[config.mk]
export PLATFORM = sky130hd
export DESIGN_NAME = pcs_entry_check
export DESIGN_NICKNAME = d
export VERILOG_FILES = /design/src/pcs_pkg.sv /design/src/pcs_entry_check.sv
export SDC_FILE = /design/constraint.sdc
export NUM_CORES = 1
export LEC_CHECK = 0
export ABC_AREA = 1
export BUFFER_PORTS_ARGS = -buffer_cell sky130_fd_sc_hd__buf_2
export CELL_PAD_IN_SITES_DETAIL_PLACEMENT = 1
export CELL_PAD_IN_SITES_GLOBAL_PLACEMENT = 1
export CORE_MARGIN = 2
export CORE_UTILIZATION = 37
export DETAILED_ROUTE_END_ITERATION = 7
export GPL_TIMING_DRIVEN = 0
export PLACE_DENSITY_LB_ADDON = 0.1
export SLEW_MARGIN = 40
export SYNTH_ARGS = -nofsm -noshare
export SYNTH_HDL_FRONTEND = slang
export SYNTH_SLANG_ARGS = --single-unit
[constraint.sdc]
create_clock -name vclk -period 2.68
set_input_delay 0.134 -clock vclk [all_inputs]
set_output_delay 0.134 -clock vclk [all_outputs]
set_load 0.02 [all_outputs]
[src/pcs_pkg.sv]
`default_nettype none

package pcs_pkg;

    // sequencer states
    typedef enum logic [2:0] {
        S_IDLE,
        S_CLR,
        S_CHK_RD,
        S_CHK_MK,
        S_CHK_EV,
        S_WK_POS,
        S_WK_PCHK,
        S_WK_STEP_CUR
    } state_t;

    // walk reuses one more state for the cursor mark test
    typedef enum logic {
        WK_STEP,
        WK_CUR
    } walk_phase_t;

    // classification of one incoming entry
    typedef struct packed {
        logic count_inc;
        logic store_en;
        logic bad;
    } entry_status_t;

    localparam logic [1:0] SIGN_ZERO = 2'b00;
    localparam logic [1:0] SIGN_POS  = 2'b01;
    localparam logic [1:0] SIGN_NEG  = 2'b11;

    localparam logic [31:0] MISSING_MARK = 32'h8000_0000;

endpackage

`default_nettype wire

[src/pcs_entry_check.sv]
`default_nettype none

module pcs_entry_check
    import pcs_pkg::*;
#(
    parameter int MAX_N = 1024
) (
    input  wire logic [31:0]              element_value,
    input  wire logic [31:0]              index_offset,
    input  wire logic [$clog2(MAX_N):0]   count,
    output entry_status_t                 status,
    output logic [$clog2(MAX_N)-1:0]      entry_index
);

    localparam int AW = $clog2(MAX_N);

    logic [32:0] diff;
    logic        missing;
    logic        out_of_range;
    logic        full;

    // exact 33-bit shifted entry, never wraps
    assign diff = {element_value[31], element_value} - {index_offset[31], index_offset};

    assign missing      = (element_value == MISSING_MARK);
    assign out_of_range = diff[32] || (diff >= 33'(MAX_N));
    assign full         = (count >= (AW+1)'(MAX_N));

    // entries past the store depth are dropped but still spoil the vector
    always_comb
    begin
        status.count_inc = !full;
        status.store_en  = !full && !missing && !out_of_range;
        status.bad       = full || missing || out_of_range;
    end

    assign entry_index = diff[AW-1:0];

endmodule

`default_nettype wire

==> qor.txt, run 1 <==
status: complete, no violations
initial antenna violation count: 0
Total GRT Usage: 23.88%
die footprint: 8563 um^2
sw frac: 65.21%
MaxCap Viol Count: 0
Reg power frac: 0%
final worst setup slack: 0.1940 ns
post-synth net total: 728
post-synthesis xor/xnor area fraction: 2.416%
Total Routed Length: 10.26 mm
Avg Cell Area, Syn: 4.678 um^2
peak supply drop: 113.1 uV
Max Freq: 0.4023 GHz
via/cell ratio: 4.799
mapped cell area: 2900 um^2
Max Slew Vio Count: 0
metal1 wirelength: 4.951 mm
DRT Pass-1 Iters: 4
fin crit period: 2.486 ns
Die Y: 92.54 um
Core Region: 7647 um^2
Power Dens Cells: 223.0 nW/um^2
Adder-Cell Fraction of Synth Area: 14.50%
routability congestion estimate: 0.8877
Port Buffer Count: 78
DP HPWL: 9.383 mm
post-synth cell types: 26
commonest cells after routing, fill and taps aside: 243 x nand2_1, 142 x inv_1, 78 x buf_2, 68 x nor2_1, 35 x nand3_1
final setup vio count: 0
CP Cell Sequence: buf_2, inv_1, ha_1, inv_1, fa_2, nand2_1, nand2_2, nand3_1, nand2_2, nand2_1, nand2_1, nand2_2, nand2_1, nand2_1, nand2_1, nor2_1, nand2_1, nor2_1, nand3_1, buf_2
Nets: 810
WHS Path Cells: 3
Compound-Gate Fraction of Synth Area: 6.299%
placed cells: 800
most used cell, CP: nand2_1
Overflow after GRT: 0
Int Power: 0.2679 mW
first-pass GRT wire length: 17.04 mm
DRC viols: 0
period utilization: 92.76%
met3 wire len: 367 um
wire per inst: 12.79 um
Seq/Total Area, Yosys: 0%
Die Wd: 92.54 um
Mapped Cells: 620
Hold Path Class: in2out
Starting Density: 37.93%
commonest non-fill, non-tap cell in the layout: nand2_1
crit end category: output port
IO Pins: 88
Final Non-Filler Cells: 802
row count: 32
met2 WL post-DR: 4.821 mm
Pwr Total: 0.7703 mW
synth-to-layout area growth: 19.11%
Data arrival, critical path: 2.35 ns
largest family of logic cells by synthesized area: simple AND/OR/NAND/NOR gates
crit-path max FO: 3
final hold violations: 0
Inserted Diodes: 0
Synth Area in Simple Gates: 57.51%
largest net degree at the start of global routing: 7
num sequential: 0
hold path start: count[10]
CTS Hold Buffers Added: 0
Gate power share: 100.0%
clock buf count: 0
Startpoint Class: primary input
hold endpoint: status[2]
relative slew slack: 77.16%
WS Path Type: in2out
DR iter-0 viols: 151
vias in the first global route: 3916
Max stage delay cell, worst path: fa_2
multiplexer share of the synthesized area: 0%
Psw: 0.5023 mW
routed via count: 3849
critical path data required time: 2.55 ns
Post-Route Setup TNS: 0 ns
layout cell share with drive strength beyond 1: 16.29%
Slew @ Worst Pin: 0.3426 ns
DR top layer: met4
Seq. cell area: 0 um^2
Largest stage delay, worst path: 0.42 ns
Clock power frac: 0%
LEAKAGE: 2.269 nW
Synth warnings: 0
Setup WS pre-CTS: 0.02401 ns
Antenna Nets Post-Route: 0
==> power groups by stage <==
stage	sequential, mW	clock [mW]	combinational, mW
final	0	0	0.770
after global routing	0	0	0.867
after CTS	0	0	0.761
after detailed placement	0	0	0.757
after global placement	0	0	0.729
after floorplan	0	0	0.519
==> how the worst max path moves through the flow <==
stage                endpoint              from  cells past startpoint
floorplan           status[1]  element_value[0]                     17
global placement    status[1]  element_value[0]                     19
detailed placement  status[0]  element_value[0]                     20
CTS                 status[0]  element_value[0]                     20
global route        status[1]  element_value[0]                     19
finish              status[0]  element_value[0]                     20
==> through the flow <==
| stage | hold WS [ns] | instance area [um^2] | util (%) |
|---|---|---|---|
| 6_report | 0.5404 | 3455 | 45.17 |
| 5_1_grt | 0.5528 | 3455 | 45.17 |
| 4_1_cts | 0.5471 | 3418 | 44.70 |
| 3_5_place_dp | 0.5471 | 3418 | 44.70 |
| 3_3_place_gp | 0.5407 | 3418 | 44.70 |
| 2_1_floorplan | 0.3446 | 2900 | - |
==> routing by layer <==
layer / track usage, % / vias to the layer above
met3: 1.058 / 10
met1: 32.22 / 1756
li1: - / 2019
met2: 43.07 / 64
met5: 0 / -
met4: 2.985 / 0
==> repair_timing <==
item / 4_1_cts / 5_1_grt
setup buffers: 0 / 2
resized for setup: 0 / 8
endpoints found under the setup margin: 0 / 2
==> kinds of logic (layout without fill, tap and decap cells) <==
kind of cell,count (synthesis),count (layout)
adders and majority gates,33,33
buffers and inverters,149,229
and+or+nand+nor,396,396
AOI/OAI and AO/OA,34,34
xor gates and xnor gates,8,8
==> synthesized netlist by cell type <==
cell type / number / area [um^2]
a21o_1: 1 / 7.510
nand3_2: 1 / 10.01
nor2_4: 3 / 33.78
inv_1: 142 / 533.0
nand3_1: 35 / 175.2
or2_0: 1 / 6.260
inv_2: 7 / 26.28
xor2_1: 8 / 70.07
nand2_1: 248 / 930.9
o21bai_1: 2 / 15.01
or2_1: 1 / 6.260
nor4_1: 1 / 6.260
nor2_2: 9 / 56.30
o211ai_1: 1 / 7.510
nand3b_1: 8 / 60.06
a21oi_1: 24 / 120.1
nor3_1: 3 / 15.01
o21ai_0: 5 / 25.02
o21a_1: 1 / 7.510
and2_4: 1 / 8.760
nor2_1: 69 / 259.0
fa_1: 1 / 20.02
ha_1: 32 / 400.4
and2_1: 3 / 18.77
nand2_2: 5 / 31.28
nand4_1: 8 / 50.05
==> critical path, delay by kind of cell <==
kind                     cells  cell delay [ns]
buffers and inverters        4             0.39
adder cells (fa/ha/maj)      2             0.55
AND/OR/NAND/NOR             14             1.28
==> area by class of cell <==
class	count	area (um^2)
multi-input cells	471	2362
well taps	102	127.6
fillers	1227	4193
inverters	149	559.3
repair buffers	80	405.4
Note: power is estimated with default switching activity, not from simulation.
==> run 2, diff against run 1 <==
==> constraint.sdc (replaced) <==
create_clock -name vclk -period 2.68
set_input_delay 0.134 -clock vclk [all_inputs]
set_output_delay 0.134 -clock vclk [all_outputs]
set_load 0.1 [all_outputs]
==> qor.txt, run 2 (synthesized netlist as in run 1, its figures left out) <==
status: complete, no violations (unchanged)
Post-Route Setup TNS: 0 ns (unchanged)
LEAKAGE: 2.287 nW (was 2.269 nW)
critical path data required time: 2.55 ns (about the same)
wire per inst: 12.82 um (was 12.79 um)
vias in the first global route: 3910 (was 3916)
Max Freq: 0.3991 GHz (was 0.4023 GHz)
crit-path max FO: 3 (unchanged)
Die Y: 92.54 um (unchanged)
final hold slack: 0.6751 ns (was 0.5404 ns)
final setup vio count: 0 (unchanged)
Total GRT Usage: 23.91% (was 23.88%)
metal1 wirelength: 4.890 mm (was 4.951 mm)
Max stage delay cell, worst path: fa_2 (unchanged)
Final Non-Filler Cells: 802 (unchanged)
first-pass GRT wire length: 17.06 mm (was 17.04 mm)
DRT Pass-1 Iters: 4 (unchanged)
Max Slew Vio Count: 0 (unchanged)
layout cell share with drive strength beyond 1: 18.86% (was 16.29%)
final hold violations: 0 (unchanged)
final instance area: 3537 um^2 (was 3455 um^2)
commonest cells after routing, fill and taps aside: 237 x nand2_1, 141 x inv_1, 76 x buf_2, 65 x nor2_1, 32 x nand3_1 (was 243 x nand2_1, 142 x inv_1, 78 x buf_2, 68 x nor2_1, 35 x nand3_1)
Core Region: 7647 um^2 (unchanged)
die footprint: 8563 um^2 (unchanged)
Power Dens Cells: 278.4 nW/um^2 (was 223.0 nW/um^2)
Startpoint Class: primary input (unchanged)
CTS Hold Buffers Added: 0 (unchanged)
clock buf count: 0 (unchanged)
largest net degree at the start of global routing: 7 (unchanged)
met3 wire len: 413 um (was 367 um)
CP Cell Sequence: buf_2, inv_1, ha_2, inv_2, fa_2, nand2_2, nand2_4, nand3_2, nand2_2, nand2_2, nand3b_1, nand2_1, nand2_1, nor2_1, nand3_1, nor2_2, nand2_1, nor2_2, buf_12 (was buf_2, inv_1, ha_1, inv_1, fa_2, nand2_1, nand2_2, nand3_1, nand2_2, nand2_1, nand2_1, nand2_2, nand2_1, nand2_1, nand2_1, nor2_1, nand2_1, nor2_1, nand3_1, buf_2)
Slew @ Worst Pin: 0.4903 ns (was 0.3426 ns)
DR iter-0 viols: 155 (was 151)
# fillers: 1220 (was 1227)
crit end category: output port (unchanged)
commonest non-fill, non-tap cell in the layout: nand2_1 (unchanged)
Nets: 810 (unchanged)
Setup WS pre-CTS: -0.2221 ns (was 0.02401 ns)
num sequential: 0 (unchanged)
Pwr Total: 0.9848 mW (was 0.7703 mW)
Data arrival, critical path: 2.37 ns (was 2.35 ns)
DP HPWL: 9.383 mm (unchanged)
DRC viols: 0 (unchanged)
Inserted Diodes: 0 (unchanged)
MaxCap Viol Count: 0 (unchanged)
placed cells: 800 (unchanged)
relative slew slack: 67.54% (was 77.16%)
Largest stage delay, worst path: 0.42 ns (about the same)
Overflow after GRT: 0 (unchanged)
IO Pins: 88 (unchanged)
WS Path Type: in2out (unchanged)
Antenna Nets Post-Route: 0 (unchanged)
area post-placement: 3418 um^2 (unchanged)
Starting Density: 37.93% (unchanged)
Port Buffer Count: 78 (unchanged)
Die Wd: 92.54 um (unchanged)
Hold Path Class: in2out (unchanged)
Seq. cell area: 0 um^2 (unchanged)
initial antenna violation count: 0 (unchanged)
period utilization: 93.50% (was 92.76%)
row count: 32 (unchanged)
Total Routed Length: 10.28 mm (was 10.26 mm)
routability congestion estimate: 0.8877 (unchanged)
met2 WL post-DR: 4.860 mm (was 4.821 mm)
synth-to-layout area growth: 21.96% (was 19.11%)
fin crit period: 2.506 ns (was 2.486 ns)
final worst setup slack: 0.1741 ns (was 0.1940 ns)
DR top layer: met4 (unchanged)
final core occ: 46.25% (was 45.17%)
area of the multi-input gates: 2420 um^2 (was 2362 um^2)
routed via count: 3860 (was 3849)
via/cell ratio: 4.813 (was 4.799)
peak supply drop: 223.5 uV (was 113.1 uV)
-- run 2: repair_timing --
| item | 4_1_cts | 5_1_grt |
|---|---|---|
| resized for setup | 4 | 30 |
| endpoints found under the setup margin | 2 | 2 |
| buffers inserted | 0 | 2 |
| pin swaps | 0 | 7 |
| cloned | 0 | 0 |
-- run 2: final cells by class --
type | count | area share, %
Inverter | 149 | 15.81
Multi-Input combinational cell | 471 | 68.41
Tap cell | 102 | 3.608
Timing Repair Buffer | 80 | 12.17
-- run 2: final timing paths --
path | from | slack [ns] | cells past startpoint | endpoint
max | element_value[0] | 0.17 | 19 | status[1]
min | count[10] | 0.68 | 3 | status[2]
-- run 2: critical path: cells and delay by family --
family                   cells  cell delay, ns
adder cells (fa/ha/maj)      2            0.58
buffers and inverters        4            0.39
AND/OR/NAND/NOR             13            1.26
-- run 2: power breakdown --
group          internal [mW]  leakage [nW]  total [mW]  switching, mW
Sequential                 0             0           0              0
Clock                      0             0           0              0
Combinational          0.275          2.29       0.985          0.710
-- run 2: layer usage --
layer / up-vias / track usage [%]
met5: - / 0
met4: 0 / 2.985
met2: 69 / 43.19
li1: 2015 / -
met3: 10 / 1.139
met1: 1766 / 32.17
==> run 3, diff against run 2 <==
--- a/config.mk
+++ b/config.mk
@@ -10,7 +10,7 @@
 export CELL_PAD_IN_SITES_DETAIL_PLACEMENT = 1
 export CELL_PAD_IN_SITES_GLOBAL_PLACEMENT = 1
 export CORE_MARGIN = 2
-export CORE_UTILIZATION = 37
+export CORE_UTILIZATION = 30
 export DETAILED_ROUTE_END_ITERATION = 7
 export GPL_TIMING_DRIVEN = 0
 export PLACE_DENSITY_LB_ADDON = 0.1
==> qor.txt, run 3 (synthesized netlist as in run 1, its figures left out) <==
layout cell share with drive strength beyond 1: 18.12% (was 18.86%)
Overflow after GRT: 0 (unchanged)
Power Dens Cells: 277.0 nW/um^2 (was 278.4 nW/um^2)
DRC viols: 0 (unchanged)
critical path data required time: 2.55 ns (about the same)
period utilization: 94.71% (was 93.50%)
Psw: 0.7049 mW (was 0.7101 mW)
Seq. cell area: 0 um^2 (unchanged)
largest net degree at the start of global routing: 7 (unchanged)
Reg power frac: 0% (about the same)
relative slew slack: 67.44% (was 67.54%)
Antenna Nets Post-Route: 0 (unchanged)
routed via count: 3837 (was 3860)
area post-placement: 3452 um^2 (was 3418 um^2)
synth-to-layout area growth: 22.13% (was 21.96%)
Max Freq: 0.3940 GHz (was 0.3991 GHz)
Pwr Total: 0.9812 mW (was 0.9848 mW)
Int Power: 0.2763 mW (was 0.2747 mW)
die footprint: 10470 um^2 (was 8563 um^2)
commonest cells after routing, fill and taps aside: 244 x nand2_1, 140 x inv_1, 76 x buf_2, 66 x nor2_1, 33 x nand3_1 (was 237 x nand2_1, 141 x inv_1, 76 x buf_2, 65 x nor2_1, 32 x nand3_1)
# fillers: 1427 (was 1220)
clock buf count: 0 (unchanged)
Clock power frac: 0% (about the same)
final instance area: 3542 um^2 (was 3537 um^2)
LEAKAGE: 2.272 nW (was 2.287 nW)
WS Path Type: in2out (unchanged)
Die Wd: 102.3 um (was 92.54 um)
num sequential: 0 (unchanged)
final hold violations: 0 (unchanged)
Hold Path Class: in2out (unchanged)
DR iter-0 viols: 115 (was 155)
vias in the first global route: 3870 (was 3910)
Inserted Diodes: 0 (unchanged)
Die Y: 102.3 um (was 92.54 um)
Post-Route Setup TNS: 0 ns (unchanged)
Data arrival, critical path: 2.40 ns (was 2.37 ns)
initial antenna violation count: 0 (unchanged)
Slew @ Worst Pin: 0.4917 ns (was 0.4903 ns)
via/cell ratio: 4.623 (was 4.813)
WHS Path Cells: 3 (unchanged)
sw frac: 71.84% (was 72.11%)
CTS Hold Buffers Added: 0 (unchanged)
fin crit period: 2.538 ns (was 2.506 ns)
Max Slew Vio Count: 0 (unchanged)
Gate power share: 100.0% (about the same)
commonest non-fill, non-tap cell in the layout: nand2_1 (unchanged)
final core occ: 37.97% (was 46.25%)
Core Region: 9328 um^2 (was 7647 um^2)
Startpoint Class: primary input (unchanged)
Port Buffer Count: 78 (unchanged)
row count: 35 (was 32)
Total GRT Usage: 20.66% (was 23.91%)
Nets: 811 (was 810)
status: complete, no violations (unchanged)
first-pass GRT wire length: 17.45 mm (was 17.06 mm)
DP HPWL: 9.754 mm (was 9.383 mm)
peak supply drop: 208.1 uV (was 223.5 uV)
wire per inst: 12.73 um (was 12.82 um)
MaxCap Viol Count: 0 (unchanged)
routability congestion estimate: 0.8902 (was 0.8877)
Total Routed Length: 10.56 mm (was 10.28 mm)
final setup vio count: 0 (unchanged)
area of the multi-input gates: 2391 um^2 (was 2420 um^2)
IO Pins: 88 (unchanged)
Starting Density: 31.09% (was 37.93%)
crit-path max FO: 3 (unchanged)
crit end category: output port (unchanged)
DRT Pass-1 Iters: 4 (unchanged)
run 3: worst paths after layout:
kind | startpoint | endpoint
worst max-delay path | element_value[0] | status[1]
worst min-delay path | count[10] | status[2]
run 3: final cells by class:
class / instances / area share, %
inverter: 149 / 15.79
multi-input combinational: 471 / 67.50
tap: 129 / 4.557
timing repair buffer: 81 / 12.15
run 3: through the flow:
stage	hold slack, ns	setup WS, ns	std cells
floorplan	0.6109	0.03842	620
global placement	0.6794	-0.08226	827
detailed placement	0.6811	-0.1231	827
CTS	0.6812	0.03862	827
global route	0.6891	-0.01811	830
finish	0.6771	0.1417	830
run 3: routing by layer:
metal / share of wire, % / track usage [%]
met1: 51 / 30.43
met2: 46 / 36.18
met3: 2.3 / 0
met4: 0 / 0
met5: 0 / 0
run 3: power groups by stage:
stage	Sequential, mW	Combinational, mW	Clock, mW
after floorplan	0	0.718	0
after global routing	0	1.09	0
after detailed placement	0	0.961	0
final	0	0.981	0
after global placement	0	0.944	0
after CTS	0	0.965	0
run 3: repair_timing:
item	in CTS	in global routing
setup endpoints to repair	2	2
pin swaps	0	10
setup buffers	0	3
resized for setup	3	22
run 3: critical path: stages:
cell and delay (ns):
buf_2 0.11, inv_2 0.04, ha_2 0.15, inv_2 0.04
fa_2 0.43, nand2_1 0.09, nand2_2 0.08, and2_4 0.16
nand3b_1 0.12, nand3_1 0.08, nand2_1 0.08, nand2_1 0.05
nor2_1 0.10, nand3_1 0.11, nor2_2 0.18, nand2_1 0.08
nor2_2 0.16, buf_12 0.19
